**src/rtl/assert_macros.svh**
```systemverilog
// ----------------------------------------------------------------------------
// assert_macros.svh
// Concurrent assertion helpers shared by the frame table RTL.
// ----------------------------------------------------------------------------
`ifndef ASSERT_MACROS_SVH
`define ASSERT_MACROS_SVH

`ifndef ASSERT_OFF

// Property must hold at every clock edge outside reset
`define ASSERT_ALWAYS(lbl, clk, rst, prop, msg) \
  lbl: assert property (@(posedge clk) disable iff (rst) (prop)) else $error(msg);

// Expression must never be true outside reset
`define ASSERT_NEVER(lbl, clk, rst, expr, msg) \
  `ASSERT_ALWAYS(lbl, clk, rst, !(expr), msg)

`else

`define ASSERT_ALWAYS(lbl, clk, rst, prop, msg)
`define ASSERT_NEVER(lbl, clk, rst, expr, msg)

`endif

`endif

```
**src/rtl/fot_pkg.sv**
```systemverilog
// ----------------------------------------------------------------------------
// fot_pkg
// Shared types and constants for the frame owner table.
// ----------------------------------------------------------------------------
package fot_pkg;

  // Default sizing
  localparam int FRAMES_DEF    = 32;
  localparam int PAGE_BITS_DEF = 16;
  localparam int PROC_BITS_DEF = 8;

  // Valid bits are kept in rows of this many frames
  localparam int ROW_W  = 32;
  localparam int SLOT_W = 5;

  typedef enum logic [1:0] {
    OP_ALLOC = 2'd0,
    OP_MARK  = 2'd1,
    OP_CLEAR = 2'd2,
    OP_QUERY = 2'd3
  } op_t;

  // Request payload
  typedef struct packed {
    op_t         op;
    logic [4:0]  frame;
    logic [15:0] vpn;
    logic [7:0]  pid;
  } req_t;

  // Result payload
  typedef struct packed {
    logic        ok;
    logic [4:0]  frame_out;
    logic        in_use;
    logic [15:0] owner_vpn;
    logic [7:0]  owner_pid;
    logic [5:0]  free_count;
  } rsp_t;

  // Controller to datapath commands
  typedef struct packed {
    logic load;      // capture request, read first row and owner entry
    logic next_row;  // read the following valid row
    logic commit;    // write back and register the result
  } cmd_t;

  // Datapath to controller status
  typedef struct packed {
    logic is_alloc;
    logic count_zero;
    logic row_free;
  } stat_t;

endpackage

```
**src/rtl/fot_ctrl.sv**
```systemverilog
// ----------------------------------------------------------------------------
// fot_ctrl
// Sequencer: accepts a request, walks valid rows for allocate, commits.
// ----------------------------------------------------------------------------
module fot_ctrl (
  input  logic           clk,
  input  logic           rst,
  input  logic           start,
  output logic           busy,
  input  fot_pkg::stat_t stat,
  output fot_pkg::cmd_t  cmd
);

  typedef enum logic {
    IDLE,
    CHECK
  } state_t;

  state_t state;
  logic   finish;

  // Allocate keeps scanning until a row has a free slot or the table is full
  assign finish = !stat.is_alloc || stat.count_zero || stat.row_free;

  always_comb begin
    cmd          = '0;
    cmd.load     = (state == IDLE) && start && !busy;
    cmd.commit   = (state == CHECK) && finish;
    cmd.next_row = (state == CHECK) && !finish;
  end

  // State and busy flag
  always_ff @(posedge clk) begin
    if (rst) begin
      state <= IDLE;
      busy  <= 1'b0;
    end else begin
      unique case (state)
        IDLE: begin
          if (cmd.load) begin
            state <= CHECK;
            busy  <= 1'b1;
          end
        end
        CHECK: begin
          if (finish) begin
            state <= IDLE;
            busy  <= 1'b0;
          end
        end
        default: begin
          state <= IDLE;
          busy  <= 1'b0;
        end
      endcase
    end
  end

endmodule

```
**src/rtl/fot_datapath.sv**
```systemverilog
// ----------------------------------------------------------------------------
// fot_datapath
// Valid-row memory, owner memory, free counter and result register.
// ----------------------------------------------------------------------------
`include "assert_macros.svh"

module fot_datapath #(
  parameter int FRAMES    = fot_pkg::FRAMES_DEF,
  parameter int PAGE_BITS = fot_pkg::PAGE_BITS_DEF,
  parameter int PROC_BITS = fot_pkg::PROC_BITS_DEF
) (
  input  logic           clk,
  input  logic           rst,
  input  fot_pkg::req_t  req,
  input  fot_pkg::cmd_t  cmd,
  output fot_pkg::stat_t stat,
  output logic           done,
  output fot_pkg::rsp_t  rsp
);

  localparam int ROW_W  = fot_pkg::ROW_W;
  localparam int SLOT_W = fot_pkg::SLOT_W;
  localparam int ROWS   = (FRAMES + ROW_W - 1) / ROW_W;
  localparam int ROW_AW = (ROWS > 1) ? $clog2(ROWS) : 1;
  localparam int IDX_W  = ROW_AW + SLOT_W;
  localparam int FA_W   = $clog2(FRAMES);
  localparam int CNT_W  = $clog2(FRAMES + 1);
  localparam int OWN_W  = PAGE_BITS + PROC_BITS;

  // Storage
  logic [ROW_W-1:0] vmem [ROWS];
  logic [OWN_W-1:0] omem [FRAMES];
  logic [ROWS-1:0]  row_valid;

  // Request and read registers
  fot_pkg::req_t    req_q;
  logic [ROW_AW-1:0] row_q;
  logic [ROW_W-1:0] row_data_q;
  logic             row_ok_q;
  logic [OWN_W-1:0] own_rd_q;
  logic [CNT_W-1:0] count_q;
  fot_pkg::rsp_t    res_q;
  logic             done_q;

  // Combinational
  logic [IDX_W-1:0]  in_idx;
  logic [ROW_AW-1:0] rd_row;
  logic [ROW_W-1:0]  eff;
  logic [ROW_W-1:0]  occ;
  logic [SLOT_W-1:0] free_slot;
  logic [SLOT_W-1:0] tslot;
  logic [IDX_W-1:0]  tidx;
  logic              cur_bit;
  logic              in_range;
  logic              is_alloc;
  logic [PAGE_BITS-1:0] page_new;
  logic [PROC_BITS-1:0] proc_new;
  logic [ROW_W-1:0]  row_new;
  logic              row_we;
  logic              own_we;
  logic [CNT_W-1:0]  count_next;
  fot_pkg::rsp_t     res_next;
  logic              owner_nz;

  // Read addressing: allocate starts at row zero, others at the frame's row
  assign in_idx = IDX_W'(req.frame);
  assign rd_row = cmd.load ? ((req.op == fot_pkg::OP_ALLOC) ? '0 : in_idx[IDX_W-1:SLOT_W])
                           : row_q + 1'b1;

  // Request capture and memory reads
  always_ff @(posedge clk) begin
    if (cmd.load) begin
      req_q    <= req;
      own_rd_q <= omem[FA_W'(in_idx)];
    end
    if (cmd.load || cmd.next_row) begin
      row_q      <= rd_row;
      row_data_q <= vmem[rd_row];
      row_ok_q   <= row_valid[rd_row];
    end
  end

  // Row contents; slots past the last frame count as taken
  always_comb begin
    eff = row_ok_q ? row_data_q : '0;
    for (int j = 0; j < ROW_W; j++) begin
      occ[j] = eff[j] || (32'({row_q, SLOT_W'(j)}) >= 32'(FRAMES));
    end
  end

  // Lowest free slot in the row
  always_comb begin
    free_slot = '0;
    for (int j = ROW_W - 1; j >= 0; j--) begin
      if (!occ[j]) free_slot = SLOT_W'(j);
    end
  end

  assign is_alloc = (req_q.op == fot_pkg::OP_ALLOC);
  assign in_range = (32'(req_q.frame) < 32'(FRAMES));
  assign tslot    = is_alloc ? free_slot : req_q.frame[SLOT_W-1:0];
  assign tidx     = {row_q, tslot};
  assign cur_bit  = eff[tslot];
  assign page_new = PAGE_BITS'(req_q.vpn);
  assign proc_new = PROC_BITS'(req_q.pid);

  assign stat.is_alloc   = is_alloc;
  assign stat.count_zero = (count_q == '0);
  assign stat.row_free   = !(&occ);

  // Operation outcome
  always_comb begin
    row_new    = eff;
    row_we     = 1'b0;
    own_we     = 1'b0;
    count_next = count_q;
    res_next   = '0;
    case (req_q.op)
      fot_pkg::OP_ALLOC: begin
        if (count_q != '0) begin
          row_new[tslot]     = 1'b1;
          row_we             = 1'b1;
          own_we             = 1'b1;
          count_next         = count_q - 1'b1;
          res_next.ok        = 1'b1;
          res_next.frame_out = 5'(tidx);
          res_next.in_use    = 1'b1;
          res_next.owner_vpn = 16'(page_new);
          res_next.owner_pid = 8'(proc_new);
        end
      end
      fot_pkg::OP_MARK: begin
        res_next.frame_out = req_q.frame;
        if (in_range) begin
          row_new[tslot]     = 1'b1;
          row_we             = 1'b1;
          own_we             = 1'b1;
          if (!cur_bit) count_next = count_q - 1'b1;
          res_next.ok        = 1'b1;
          res_next.in_use    = 1'b1;
          res_next.owner_vpn = 16'(page_new);
          res_next.owner_pid = 8'(proc_new);
        end
      end
      fot_pkg::OP_CLEAR: begin
        res_next.frame_out = req_q.frame;
        if (in_range) begin
          row_new[tslot] = 1'b0;
          row_we         = 1'b1;
          if (cur_bit) count_next = count_q + 1'b1;
          res_next.ok    = 1'b1;
        end
      end
      default: begin
        // query
        res_next.frame_out = req_q.frame;
        if (in_range) begin
          res_next.ok     = 1'b1;
          res_next.in_use = cur_bit;
          if (cur_bit) begin
            res_next.owner_vpn = 16'(own_rd_q[OWN_W-1:PROC_BITS]);
            res_next.owner_pid = 8'(own_rd_q[PROC_BITS-1:0]);
          end
        end
      end
    endcase
    res_next.free_count = 6'(count_next);
  end

  // Memory write-back and result register
  always_ff @(posedge clk) begin
    if (cmd.commit) begin
      if (row_we) vmem[row_q] <= row_new;
      if (own_we) omem[FA_W'(tidx)] <= {page_new, proc_new};
      res_q <= res_next;
    end
  end

  // Control state: row valid bits, free counter, result strobe
  always_ff @(posedge clk) begin
    if (rst) begin
      row_valid <= '0;
      count_q   <= CNT_W'(FRAMES);
      done_q    <= 1'b0;
    end else begin
      done_q <= cmd.commit;
      if (cmd.commit) begin
        count_q <= count_next;
        if (row_we) row_valid[row_q] <= 1'b1;
      end
    end
  end

  assign done = done_q;
  assign rsp  = res_q;

  // Any owner bit set in the registered result
  assign owner_nz = |{res_q.owner_vpn, res_q.owner_pid};

  // Checks
  `ASSERT_ALWAYS(a_count_range, clk, rst, count_q <= CNT_W'(FRAMES), "free count above frames")
  `ASSERT_ALWAYS(a_done_commit, clk, rst, done_q |-> $past(cmd.commit), "strobe without commit")
  `ASSERT_NEVER(a_free_owner, clk, rst, done_q && !res_q.in_use && owner_nz, "owner on free frame")
  `ASSERT_NEVER(a_cmd_excl, clk, rst, cmd.commit && (cmd.next_row || cmd.load), "conflicting commands")

endmodule

```
**src/rtl/frame_owner_table.sv**
```systemverilog
// ----------------------------------------------------------------------------
// frame_owner_table
// Physical frame table with first-fit allocation and a running free count.
// ----------------------------------------------------------------------------
// Usage:
//   A request (req: op, frame, vpn, pid) transfers at a rising edge with start
//   high and busy low. Ops: allocate lowest free frame, mark, clear, query.
//   Each request yields one result on rsp, flagged by done for a single cycle;
//   the receiver takes it at the end of that cycle and cannot stall.
// Timing:
//   The request edge reads the valid row and the owner entry. For mark, clear
//   and query the next edge writes back and registers the result and raises
//   done. Allocate reads one row of 32 valid bits per cycle from the valid-row
//   memory until a row has a free slot or the table is full, then commits.
//   A new request can transfer in the cycle done is shown.
// Reset:
//   rst clears the per-row valid bits (all frames free), sets the free count
//   to FRAMES and drops busy and done. Owner storage is not cleared.
// ----------------------------------------------------------------------------
module frame_owner_table #(
  parameter int FRAMES    = fot_pkg::FRAMES_DEF,
  parameter int PAGE_BITS = fot_pkg::PAGE_BITS_DEF,
  parameter int PROC_BITS = fot_pkg::PROC_BITS_DEF
) (
  input  logic          clk,
  input  logic          rst,
  input  logic          start,
  output logic          busy,
  input  fot_pkg::req_t req,
  output logic          done,
  output fot_pkg::rsp_t rsp
);

  fot_pkg::cmd_t  cmd;
  fot_pkg::stat_t stat;

  // Sequencer
  fot_ctrl u_ctrl (
    .clk   (clk),
    .rst   (rst),
    .start (start),
    .busy  (busy),
    .stat  (stat),
    .cmd   (cmd)
  );

  // Storage and result path
  fot_datapath #(
    .FRAMES    (FRAMES),
    .PAGE_BITS (PAGE_BITS),
    .PROC_BITS (PROC_BITS)
  ) u_datapath (
    .clk  (clk),
    .rst  (rst),
    .req  (req),
    .cmd  (cmd),
    .stat (stat),
    .done (done),
    .rsp  (rsp)
  );

endmodule

```
**config.mk**
```make
export PLATFORM = sky130hd
export DESIGN_NAME = frame_owner_table
export DESIGN_NICKNAME = d
export VERILOG_FILES = /design/src/rtl/fot_pkg.sv /design/src/rtl/fot_ctrl.sv /design/src/rtl/fot_datapath.sv /design/src/rtl/frame_owner_table.sv
export VERILOG_INCLUDE_DIRS = /design/src /design/src/rtl
export SDC_FILE = /design/constraint.sdc
export NUM_CORES = 1
export LEC_CHECK = 0
export BUFFER_PORTS_ARGS = -buffer_cell sky130_fd_sc_hd__buf_2
export CORE_MARGIN = 2
export CORE_UTILIZATION = 56
export DETAILED_ROUTE_END_ITERATION = 10
export PLACE_DENSITY = 0.75
export SLEW_MARGIN = 0
export SYNTH_ARGS = -nofsm -noshare
export SYNTH_HDL_FRONTEND = slang
export SYNTH_SLANG_ARGS = --single-unit
```
**constraint.sdc**
```tcl
create_clock -name clk -period 3.9 [get_ports clk]
set_clock_uncertainty 0.05 [all_clocks]
set_input_delay 0 -clock clk [delete_from_list [all_inputs] [get_ports clk]]
set_output_delay 0 -clock clk [all_outputs]
set_load 0.02 [all_outputs]
```
==> impl_metrics.csv, run 1 <==
group,metric,value,unit
clock_network,htreeDepth,3,
power,switching_power,4880,µW
global_routing,grt_pass1_wl,145000,µm
clock_network,cts_buffers,93,
power,power_frac_comb,0.065,
global_routing,antenna_found_initial,1,
worst_hold_path,hold_end,"u_datapath.req_q[25]",
sta,clock.fmax,264,MHz
sta,drv_slew,0,
layout,fillers,4060,
critical_path,cp-start-kind,"register",
detailed_routing,ant_nets,0,
global_routing,grt_max_degree,74,
place,io_buffers,72,
place,place_congestion,0.919,
critical_path,arrival,4210,ps
detailed_routing,route.detailed.drc,0,
yosys,ys_ff_latch,936,
critical_path,crit_type,"register to register",
power,switching_share,0.224,
yosys,yosysTopAreaCell,"edfxtp_1",
global_routing,grt_pass1_vias,20821,
floorplanning,core,0.0657,mm²
yosys,avgSynthCellArea,20.1,µm²
power,internal_power,16900,µW
floorplanning,fp-row-count,94,
clock_network,clock_sinks,936,
clock_network,cts_root_buf,"clkbuf_16",
yosys,synth_area_leaders,"edfxtp_1 (75%), mux4_2 (15%), nand2_1 (1.1%)",
sta,finalSetupViolations,0,
yosys,syn_area,0.0372,mm²
place,placed_cell_area,0.0406,mm²
clock_network,worstSkewPairLatency,660,ps
power,pwr-share-clk,0.410,
critical_path,rrSetupSlack,110,ps
detailed_routing,first_iter_violations,2684,
run,drv_cap,0,
power,power_frac_seq,0.525,
floorplanning,dieArea,0.0685,mm²
detailed_routing,dr.pass1.iters,6,
sta,hold_viol_final,0,
sta,period_share,0.973,
power,power.density,493,mW/mm²
critical_path,reg2reg_depth,11,
floorplanning,die_w,262,µm
layout,instances_no_fill,3078,
clock_network,clk_path_buf_depth,3,
status,status,"finished, final reports clean",
power,p_leak,0.0142,µW
worst_hold_path,hold_path_startpoint,"req[25]",
critical_path,reg2reg_to,"u_datapath.vmem[0][17]",
yosys,synth_ff_type,"edfxtp_1",
global_routing,grt_overflow,0,
clock_network,cts_tree,"done",
critical_path,worstPathRequired,4310,ps
detailed_routing,wire_per_inst,32.1,µm
layout,nets,2182,
yosys,synth_edf_count,926,
worst_hold_path,hold_depth,1,
global_routing,grt.total_usage,0.297,
layout,design_area,0.0442,mm²
critical_path,crit-reg2reg-launch,"u_datapath.row_ok_q",
layout,antennaDiodeCount,0,
worst_hold_path,hp-class,"input port to register",
floorplanning,io_pins,73,
sta,relSlewSlack,0.120,
critical_path,cp_max_fo,11,
floorplanning,start_util,0.566,
yosys,async_flop_share,0,
detailed_routing,routed_via_density,6.59,
layout,drive_above_1_share,0.310,
yosys,yosys_warnings,0,
detailed_routing,wl,98900,µm
yosys,synth_seq_area_share,0.753,
sta,rsz0062_at_grt,"false",
clock_network,path_clk_slew,70,ps
sta,worst_slew_pin_slew,1320,ps
yosys,syn-num-nets,1893,
power,vdd_drop_max,0.451,mV
sta,holdWs,10.3,ps
yosys,syn_inst,1852,
critical_path,endpoint_kind,"register",
sta,fin_crit,3790,ps
layout,area_growth,18.9,%
place,post-place-cells,2860,
clock_network,cts_setup_buffers,0,
detailed_routing,num_vias,20281,
yosys,yosys.area.top_type_share,0.747,
yosys,synth_cell_types,72,
floorplanning,die_h,262,µm
place,dp_hpwl,58600,µm
-- per-layer routing --
metal  wire, µm  global-route usage  share of wire  vias to the layer above
met3       8360              0.0489          0.085                      156
met5          7                   0       0.000071                        -
met2      49500               0.493           0.50                     1167
met4       2140              0.0761          0.022                        2
li1           -                   -              -                     8329
met1      38900               0.418           0.39                    10627
-- placed cells by master (no fill, tap or decap), types with 4 or more instances in the layout --
master / synthesis / layout
a21oi_1: 59 / 59
a22o_1: 25 / 25
a2bb2oi_1: 5 / 5
a311oi_1: 6 / 5
a31oi_1: 20 / 20
and2_1: 7 / 7
and3_1: 4 / 4
buf_12: 0 / 68
buf_2: 10 / 69
buf_4: 1 / 101
bufinv_16: 0 / 9
clkbuf_1: 58 / 21
clkbuf_16: 0 / 95
clkinv_1: 1 / 24
clkinv_2: 0 / 11
dfxtp_1: 10 / 10
dlygate4sd3_1: 0 / 50
edfxtp_1: 926 / 926
ha_1: 7 / 6
inv_1: 17 / 17
mux2_2: 25 / 25
mux2i_1: 4 / 4
mux4_2: 240 / 240
nand2_1: 112 / 112
nand2b_1: 8 / 8
nand3_1: 35 / 34
nand3b_1: 4 / 4
nor2_1: 84 / 50
nor2_4: 0 / 33
nor2b_1: 6 / 5
nor3_1: 8 / 7
o211ai_1: 8 / 8
o21ai_0: 21 / 21
o221ai_1: 4 / 4
o22ai_1: 35 / 35
o31ai_1: 8 / 7
or3_1: 7 / 6
-- power by group through the flow --
stage          clock (µW)  combinational (µW)  sequential (µW)
6_report             8940                1430            11500
5_1_grt              9430                1510            11500
4_1_cts              9040                1410            11400
3_5_place_dp            0                1350            11700
3_3_place_gp            0                1340            11600
2_1_floorplan           0                 813            11600
-- state kept, by name, summed over array words and instances, names as in the netlist, 6 cells and up --
register,cells
u_datapath.omem,768
u_datapath.page_new,16
u_datapath.req_q,7
u_datapath.count_q,6
u_datapath.own_rd_q,24
u_datapath.proc_new,8
u_datapath.rsp,37
u_datapath.row_data_q,32
u_datapath.vmem,32
-- cell type report --
class                   count  area, µm²  area share
clock inverters            52        576      0.0130
flip-flops and latches    936      28000       0.633
inverters                  19       71.3     0.00161
well taps                 864       1080      0.0244
repair buffers            290       2990      0.0677
clock buffers             116       2460      0.0555
multi-input cells         801       9040       0.204
-- kinds of logic (layout without fill, tap and decap cells) --
family	Yosys count	count (layout)	share of synthesized area
flip-flops	936	936	0.753
AND/OR/NAND/NOR	291	291	0.0350
multiplexers	270	270	0.154
AO/OA/AOI/OAI	233	233	0.0431
buffers and inverters	115	477	0.0124
adder cells (fa/ha/maj)	7	7	0.00235
-- worst max-delay path: stages (launching register included) --
cell and delay (ps):
edfxtp_1 500, buf_4 210, buf_4 150, a31oi_1 250
nor3_2 100, a221oi_1 290, buf_4 260, nand2_1 140
buf_4 190, nor2_1 620, nand2_1 470, o22ai_1 370
-- metrics by stage --
| step | util | total power, µW | worst slack (ps) | setup TNS (ps) |
|---|---|---|---|---|
| global route | 0.673 | 22400 | 19.8 | 0 |
| floorplan | - | 12400 | 154 | 0 |
| global placement | 0.618 | 13000 | 20.1 | 0 |
| finish | 0.673 | 21800 | 106 | 0 |
| CTS | 0.672 | 21900 | 61.4 | 0 |
| detailed placement | 0.618 | 13000 | -45.1 | -48.7 |
-- worst max-delay path by stage --
stage	startpoint	endpoint	slack [ps]	depth (start not counted)
floorplan	u_datapath.req_q[29]	u_datapath.omem[20][0]	150	11
finish	u_datapath.row_ok_q	u_datapath.vmem[0][17]	110	11
global route	u_datapath.row_ok_q	u_datapath.vmem[0][17]	20	11
global placement	u_datapath.row_ok_q	u_datapath.rsp[1]	20	12
detailed placement	u_datapath.row_ok_q	u_datapath.rsp[1]	-50	12
CTS	u_datapath.req_q[30]	u_datapath.rsp[1]	60	12
-- timing repair --
action / in CTS / in global routing
endpoints found under the setup margin: 2 / 134
hold buffers: 50 / 0
pin swaps: 0 / 0
endpoints found under the hold margin: 45 / 0
gates resized for setup: 1 / 9
-- synth_stat cells (all sizes together), types with 4 or more instances --
| master | count |
|---|---|
| nor4 | 5 |
| and2 | 7 |
| nor2 | 85 |
| a2bb2oi | 5 |
| mux2 | 26 |
| inv | 18 |
| nand3 | 35 |
| o21ai | 22 |
| and3 | 4 |
| clkbuf | 58 |
| mux4 | 240 |
| o211ai | 9 |
| ha | 7 |
| or3 | 7 |
| o32ai | 4 |
| o221ai | 5 |
| nand3b | 4 |
| edfxtp | 926 |
| a21oi | 60 |
| o22ai | 35 |
| a31oi | 20 |
| a211oi | 4 |
| a311oi | 6 |
| nand2b | 8 |
| nor2b | 6 |
| nand2 | 112 |
| mux2i | 4 |
| a22o | 25 |
| o31ai | 8 |
| buf | 38 |
| nor3 | 8 |
| dfxtp | 10 |
Power figures use the tool's default switching activity.
==> inputs of run 2 (changes only) <==
CORE_MARGIN = not set   (was 2)
GPL_TIMING_DRIVEN = 0   (was not set)
MAX_ROUTING_LAYER = met4   (was not set)
==> run 2 against run 1 <==
  * Die area down 1.5%
  * Core utilization up 0.37 points
  * Global-route usage up 4.3 points
  * Register-to-register slack worse by 90 ps
  * First-iteration DRC count up 4.7%
  * Non-clock buffer count up 30
  * Worst hold slack worse by 6.3 ps
==> impl_metrics.csv, run 2 (synthesis gave the netlist of run 1 again) <==
group,metric,value,unit
floorplanning,dieArea,0.0675,mm²
floorplanning,die_w,260,µm
place,dp_hpwl,59700,µm
critical_path,crit_start,"u_datapath.row_ok_q",
worst_hold_path,hold_path_startpoint,"req[22]",
global_routing,antenna_found_initial,1,
floorplanning,core,0.0657,mm²
critical_path,max_stage_delay,490,ps
detailed_routing,routed_via_density,6.82,
global_routing,grt_pass1_vias,21361,
clock_network,cts_buffers,92,
detailed_routing,route.detailed.drc,0,
clock_network,cts_root_buf,"clkbuf_16",
detailed_routing,first_iter_violations,2810,
sta,clock.fmax,258,MHz
sta,holdWs,4.00,ps
critical_path,worstPathRequired,4210,ps
sta,rsz0062_at_grt,"true",
detailed_routing,wire_per_inst,34.8,µm
sta,drv_slew,0,
floorplanning,fp-row-count,94,
critical_path,cp_max_fo,10,
status,status,"finished, final reports clean",
floorplanning,die_h,260,µm
layout,nets,2236,
detailed_routing,num_vias,21341,
global_routing,use_met3,0.0611,
critical_path,reg2reg_depth,13,
global_routing,met1_usage,0.420,
detailed_routing,dr.pass1.iters,6,
layout,antennaDiodeCount,0,
power,power.density,492,mW/mm²
layout,largest_reg_flops,768,
global_routing,grt_overflow,0,
critical_path,critPathTopFamily,"compound AO/OA/AOI/OAI gates",
global_routing,busiest_layer,"met2",
power,p_leak,0.0142,µW
critical_path,crit_slowest_cell,"a311oi_1",
clock_network,path_clk_slew,70,ps
layout,layout_common_cells,"edfxtp_1 (926), mux4_2 (240), nand2_1 (98), clkbuf_16 (92), buf_2 (77)",
power,vdd_drop_max,0.466,mV
critical_path,path_buf_inv,3,
critical_path,crit_type,"register to register",
layout,layout_commonest_cell,"edfxtp_1",
global_routing,grt_max_degree,45,
sta,worst_slew_pin_slew,1420,ps
sta,relSlewSlack,0.0549,
clock_network,clock_sinks,936,
critical_path,crit_chain,"buf_4 > buf_4 > a31oi_1 > nor3_2 > a221o_1 > o211ai_1 > a311oi_1 > nor4_4 > o221ai_4 > buf_6 > o221ai_1 > a211oi_4 > a21oi_2",
sta,fin_crit,3880,ps
global_routing,grt_pass1_wl,153000,µm
detailed_routing,wl,109000,µm
layout,drive_above_1_share,0.326,
sta,hold_viol_final,0,
power,power,21900,µW
critical_path,reg2reg_to,"u_datapath.rsp[1]",
floorplanning,start_util,0.566,
critical_path,rrSetupSlack,20,ps
floorplanning,io_pins,73,
critical_path,cp_common_cell,"buf_4",
critical_path,arrival,4200,ps
clock_network,worstSkewPairLatency,680,ps
sta,period_share,0.996,
critical_path,crit-reg2reg-launch,"u_datapath.row_ok_q",
sta,finalSetupViolations,0,
detailed_routing,ant_nets,0,
place,place_congestion,1.07,
layout,max_flop_register,"u_datapath.omem",
clock_network,htreeDepth,3,
critical_path,endpoint,"u_datapath.rsp[1]",
run,drv_cap,0,
clock_network,cts_tree,"done",
global_routing,grt.total_usage,0.340,
critical_path,cp-start-kind,"register",
place,io_buffers,72,
clock_network,clk_path_buf_depth,3,
worst_hold_path,hp-class,"input port to register",
critical_path,endpoint_kind,"register",
layout,area_growth,19.5,%
critical_path,crit_cells,13,
global_routing,met2_usage,0.548,
## run 2: worst min path at each step
stage / to / cells past startpoint
6_report: u_datapath.page_new[14] / 2
5_1_grt: u_datapath.page_new[14] / 2
4_1_cts: u_datapath.page_new[14] / 2
3_5_place_dp: u_datapath.req_q[30] / 1
3_3_place_gp: u_datapath.page_new[11] / 1
2_1_floorplan: u_datapath.count_q[1] / 1
## run 2: final cells by class
type	count	area [µm²]
Inverter	19	85.1
Fill cell	4040	21300
Clock buffer	107	2360
Clock inverter	57	616
Buffer	95	433
Timing Repair Buffer	225	2240
Tap cell	864	1080
Sequential cell	936	28000
Multi-Input combinational cell	826	9650
## run 2: power by group
part / switching [µW] / internal [µW] / leakage (µW)
registers: 228 / 11200 / 0.00847
clock network: 3880 / 5020 / 0.00145
logic: 945 / 580 / 0.00424
## run 2: per-stage QoR
step | TNS (ps) | cell area (µm²) | std cells | util | setup WS (ps)
6_report | 0 | 44500 | 3129 | 0.676 | 17.2
3_3_place_gp | -1568400 | 38600 | 2788 | 0.588 | -2030
5_1_grt | -198 | 44500 | 3129 | 0.676 | -54.0
4_1_cts | 0 | 44200 | 3120 | 0.672 | 2.33
3_5_place_dp | -730530 | 39100 | 2797 | 0.595 | -1280
2_1_floorplan | 0 | 37200 | 1852 | - | 154
## run 2: worst reg2reg max path: stages (launching register included)
cell and delay (ps):
edfxtp_1 380, buf_4 220, buf_4 240, a31oi_1 160
nor3_2 410, a221o_1 400, o211ai_1 200, a311oi_1 500
nor4_4 130, o221ai_4 160, buf_6 220, o221ai_1 170
a211oi_4 300, a21oi_2 70
## run 2: metal layers
layer / up-vias / part of all wire
met3: 317 / 0.10
li1: 8468 / -
met2: 1660 / 0.50
met1: 10896 / 0.35
met5: - / 0
met4: 0 / 0.055
## run 2: timing repair
item                                   CTS  global route
gates cloned                            25             0
endpoints found under the hold margin   41             0
setup endpoints to repair              923           525
resized for setup                      103            25
buffers inserted                        92             9
pin swaps                               63            11
hold buffers                            43             0
==> inputs of run 3 (changes only) <==
CORE_UTILIZATION = 57   (was 56)
PLACE_DENSITY = 0.73   (was 0.75)
clock period = 4.75 ns   (was 3.9 ns; I/O delays follow)
==> run 3 against run 2 <==
  * The run now ends with negative setup slack left
  * Largest cell class unchanged
  * Register-to-register slack worse by 60 ps
  * Via count is 5.9% lower
  * First-iteration DRC count is 7.4% lower
  * Die area is 1.7% lower
  * Cell area is 3.7% lower
==> impl_metrics.csv, run 3 (synthesis gave the netlist of run 1 again) <==
group,metric,value,unit
status,violations,"negative setup slack",
detailed_routing,dr.pass1.iters,7,
sta,fin_crit,4790,ps
power,p_leak,0.0134,µW
layout,postLayoutCoreUtil,0.665,
worst_hold_path,hp-class,"input port to register",
sta,finalSetupViolations,12,
floorplanning,core,0.0645,mm²
critical_path,endpoint_kind,"register",
clock_network,cts_root_buf,"clkbuf_16",
global_routing,antenna_found_initial,2,
status,status,"finished with violations",
sta,clock.fmax,209,MHz
place,placed_cell_area,0.0392,mm²
power,vdd_drop_max,0.328,mV
clock_network,cts_buffers,93,
floorplanning,die_h,257,µm
layout,layout_commonest_cell,"edfxtp_1",
floorplanning,fp-row-count,93,
critical_path,arrival,5020,ps
sta,hold_viol_final,0,
global_routing,grt_pass1_vias,20101,
detailed_routing,ant_nets,0,
place,place_ws,-254,ps
global_routing,grt.total_usage,0.305,
layout,nets,2126,
detailed_routing,num_vias,20091,
layout,max_flop_register,"u_datapath.omem",
detailed_routing,route.detailed.drc,0,
global_routing,grt_overflow,0,
clock_network,clock_sinks,936,
place,io_buffers,72,
critical_path,worstPathRequired,4970,ps
layout,largest_reg_flops,768,
sta,worst_slew_pin_slew,1370,ps
power,power.density,418,mW/mm²
critical_path,crit_type,"register to register",
global_routing,grt_max_degree,45,
layout,antennaDiodeCount,0,
layout,drive_above_1_share,0.260,
critical_path,cp-start-kind,"register",
run,drv_cap,0,
layout,area_growth,15.1,%
sta,rsz0062_at_grt,"true",
detailed_routing,wire_per_inst,31.9,µm
detailed_routing,wl,96200,µm
layout,design_area,0.0428,mm²
floorplanning,start_util,0.577,
critical_path,cp_max_fo,13,
detailed_routing,first_iter_violations,2603,
sta,timing.final.ws_setup,-44.0,ps
clock_network,worstSkewPairLatency,640,ps
sta,period_share,1.01,
place,place_congestion,0.994,
clock_network,htreeDepth,3,
clock_network,clk_path_buf_depth,3,
clock_network,path_clk_slew,60,ps
global_routing,grt_pass1_wl,139000,µm
clock_network,cts_tree,"done",
floorplanning,dieArea,0.0663,mm²
floorplanning,io_pins,73,
place,dp_hpwl,58600,µm
floorplanning,die_w,257,µm
layout,layout_common_cells,"edfxtp_1 (926), mux4_2 (240), nand2_1 (110), clkbuf_16 (95), buf_2 (82)",
sta,holdWs,23.1,ps
sta,drv_slew,0,
layout,fillers,4205,
detailed_routing,routed_via_density,6.67,
sta,relSlewSlack,0.0898,
layout,instances_no_fill,3012,
place,post-place-cells,2794,
-- run 3: cell types whose count changed in the layout (fill, tap and decap cells not counted), sizes merged, moves of 3 or more --
cell / previous run / this run
buf: 219 / 125
nor2: 110 / 92
clkbuf: 165 / 169
clkinvlp: 5 / 2
-- run 3: critical path, stage by stage (launching register included) --
cell	delay (ps)
edfxtp_1	360
buf_4	200
buf_2	270
and3_1	210
nand4_1	90
o32ai_1	670
nand3_2	500
nand2_1	490
nand2_2	610
nor2_2	920
-- run 3: layout make-up --
| type | count | area [µm²] | area share |
|---|---|---|---|
| Multi-Input combinational cell | 808 | 9090 | 0.212 |
| Timing Repair Buffer | 131 | 1150 | 0.0269 |
| Clock buffer | 111 | 2440 | 0.0569 |
| Inverter | 19 | 73.8 | 0.00172 |
| Buffer | 96 | 395 | 0.00923 |
| Tap cell | 855 | 1070 | 0.0250 |
| Clock inverter | 56 | 613 | 0.0143 |
| Sequential cell | 936 | 28000 | 0.654 |
-- run 3: report_power, final --
part           leakage (µW)  switching [µW]  internal (µW)
sequential          0.00847             180           9230
clock               0.00149            3090           4270
combinational       0.00349             699            433
-- run 3: what timing repair did --
action                                  in CTS  in global routing
resized for setup                           11                  9
endpoints found under the setup margin     509                329
hold buffers                                44                  0
gates cloned                                 6                  1
buffers inserted                             0                  0
pin swaps                                    7                  4
endpoints found under the hold margin       57                  0
-- run 3: final timing paths --
path	from	to	slack, ps	cells past startpoint
worst max-delay path	u_datapath.row_ok_q	u_datapath.omem[30][9]	-40	9
worst min-delay path	req[7]	u_datapath.proc_new[7]	20	2
worst max register to register	u_datapath.row_ok_q	u_datapath.omem[30][9]	-40	9
worst min register to register	u_datapath.vmem[0][20]	u_datapath.row_data_q[20]	350	0
-- run 3: metrics by stage --
step           power (µW)  setup TNS, ps
3_3_place_gp        10600        -956390
2_1_floorplan       10200              0
6_report            17900           -395
4_1_cts             18000           -226
5_1_grt             18300         -25350
3_5_place_dp        10600         -73430
-- run 3: per-layer routing --
metal	GRT usage	part of all wire	vias to the layer above
met5	-	0	-
met4	0.103	0.037	0
met3	0.0530	0.089	217
met2	0.484	0.49	1210
met1	0.404	0.38	10445
li1	-	-	8219
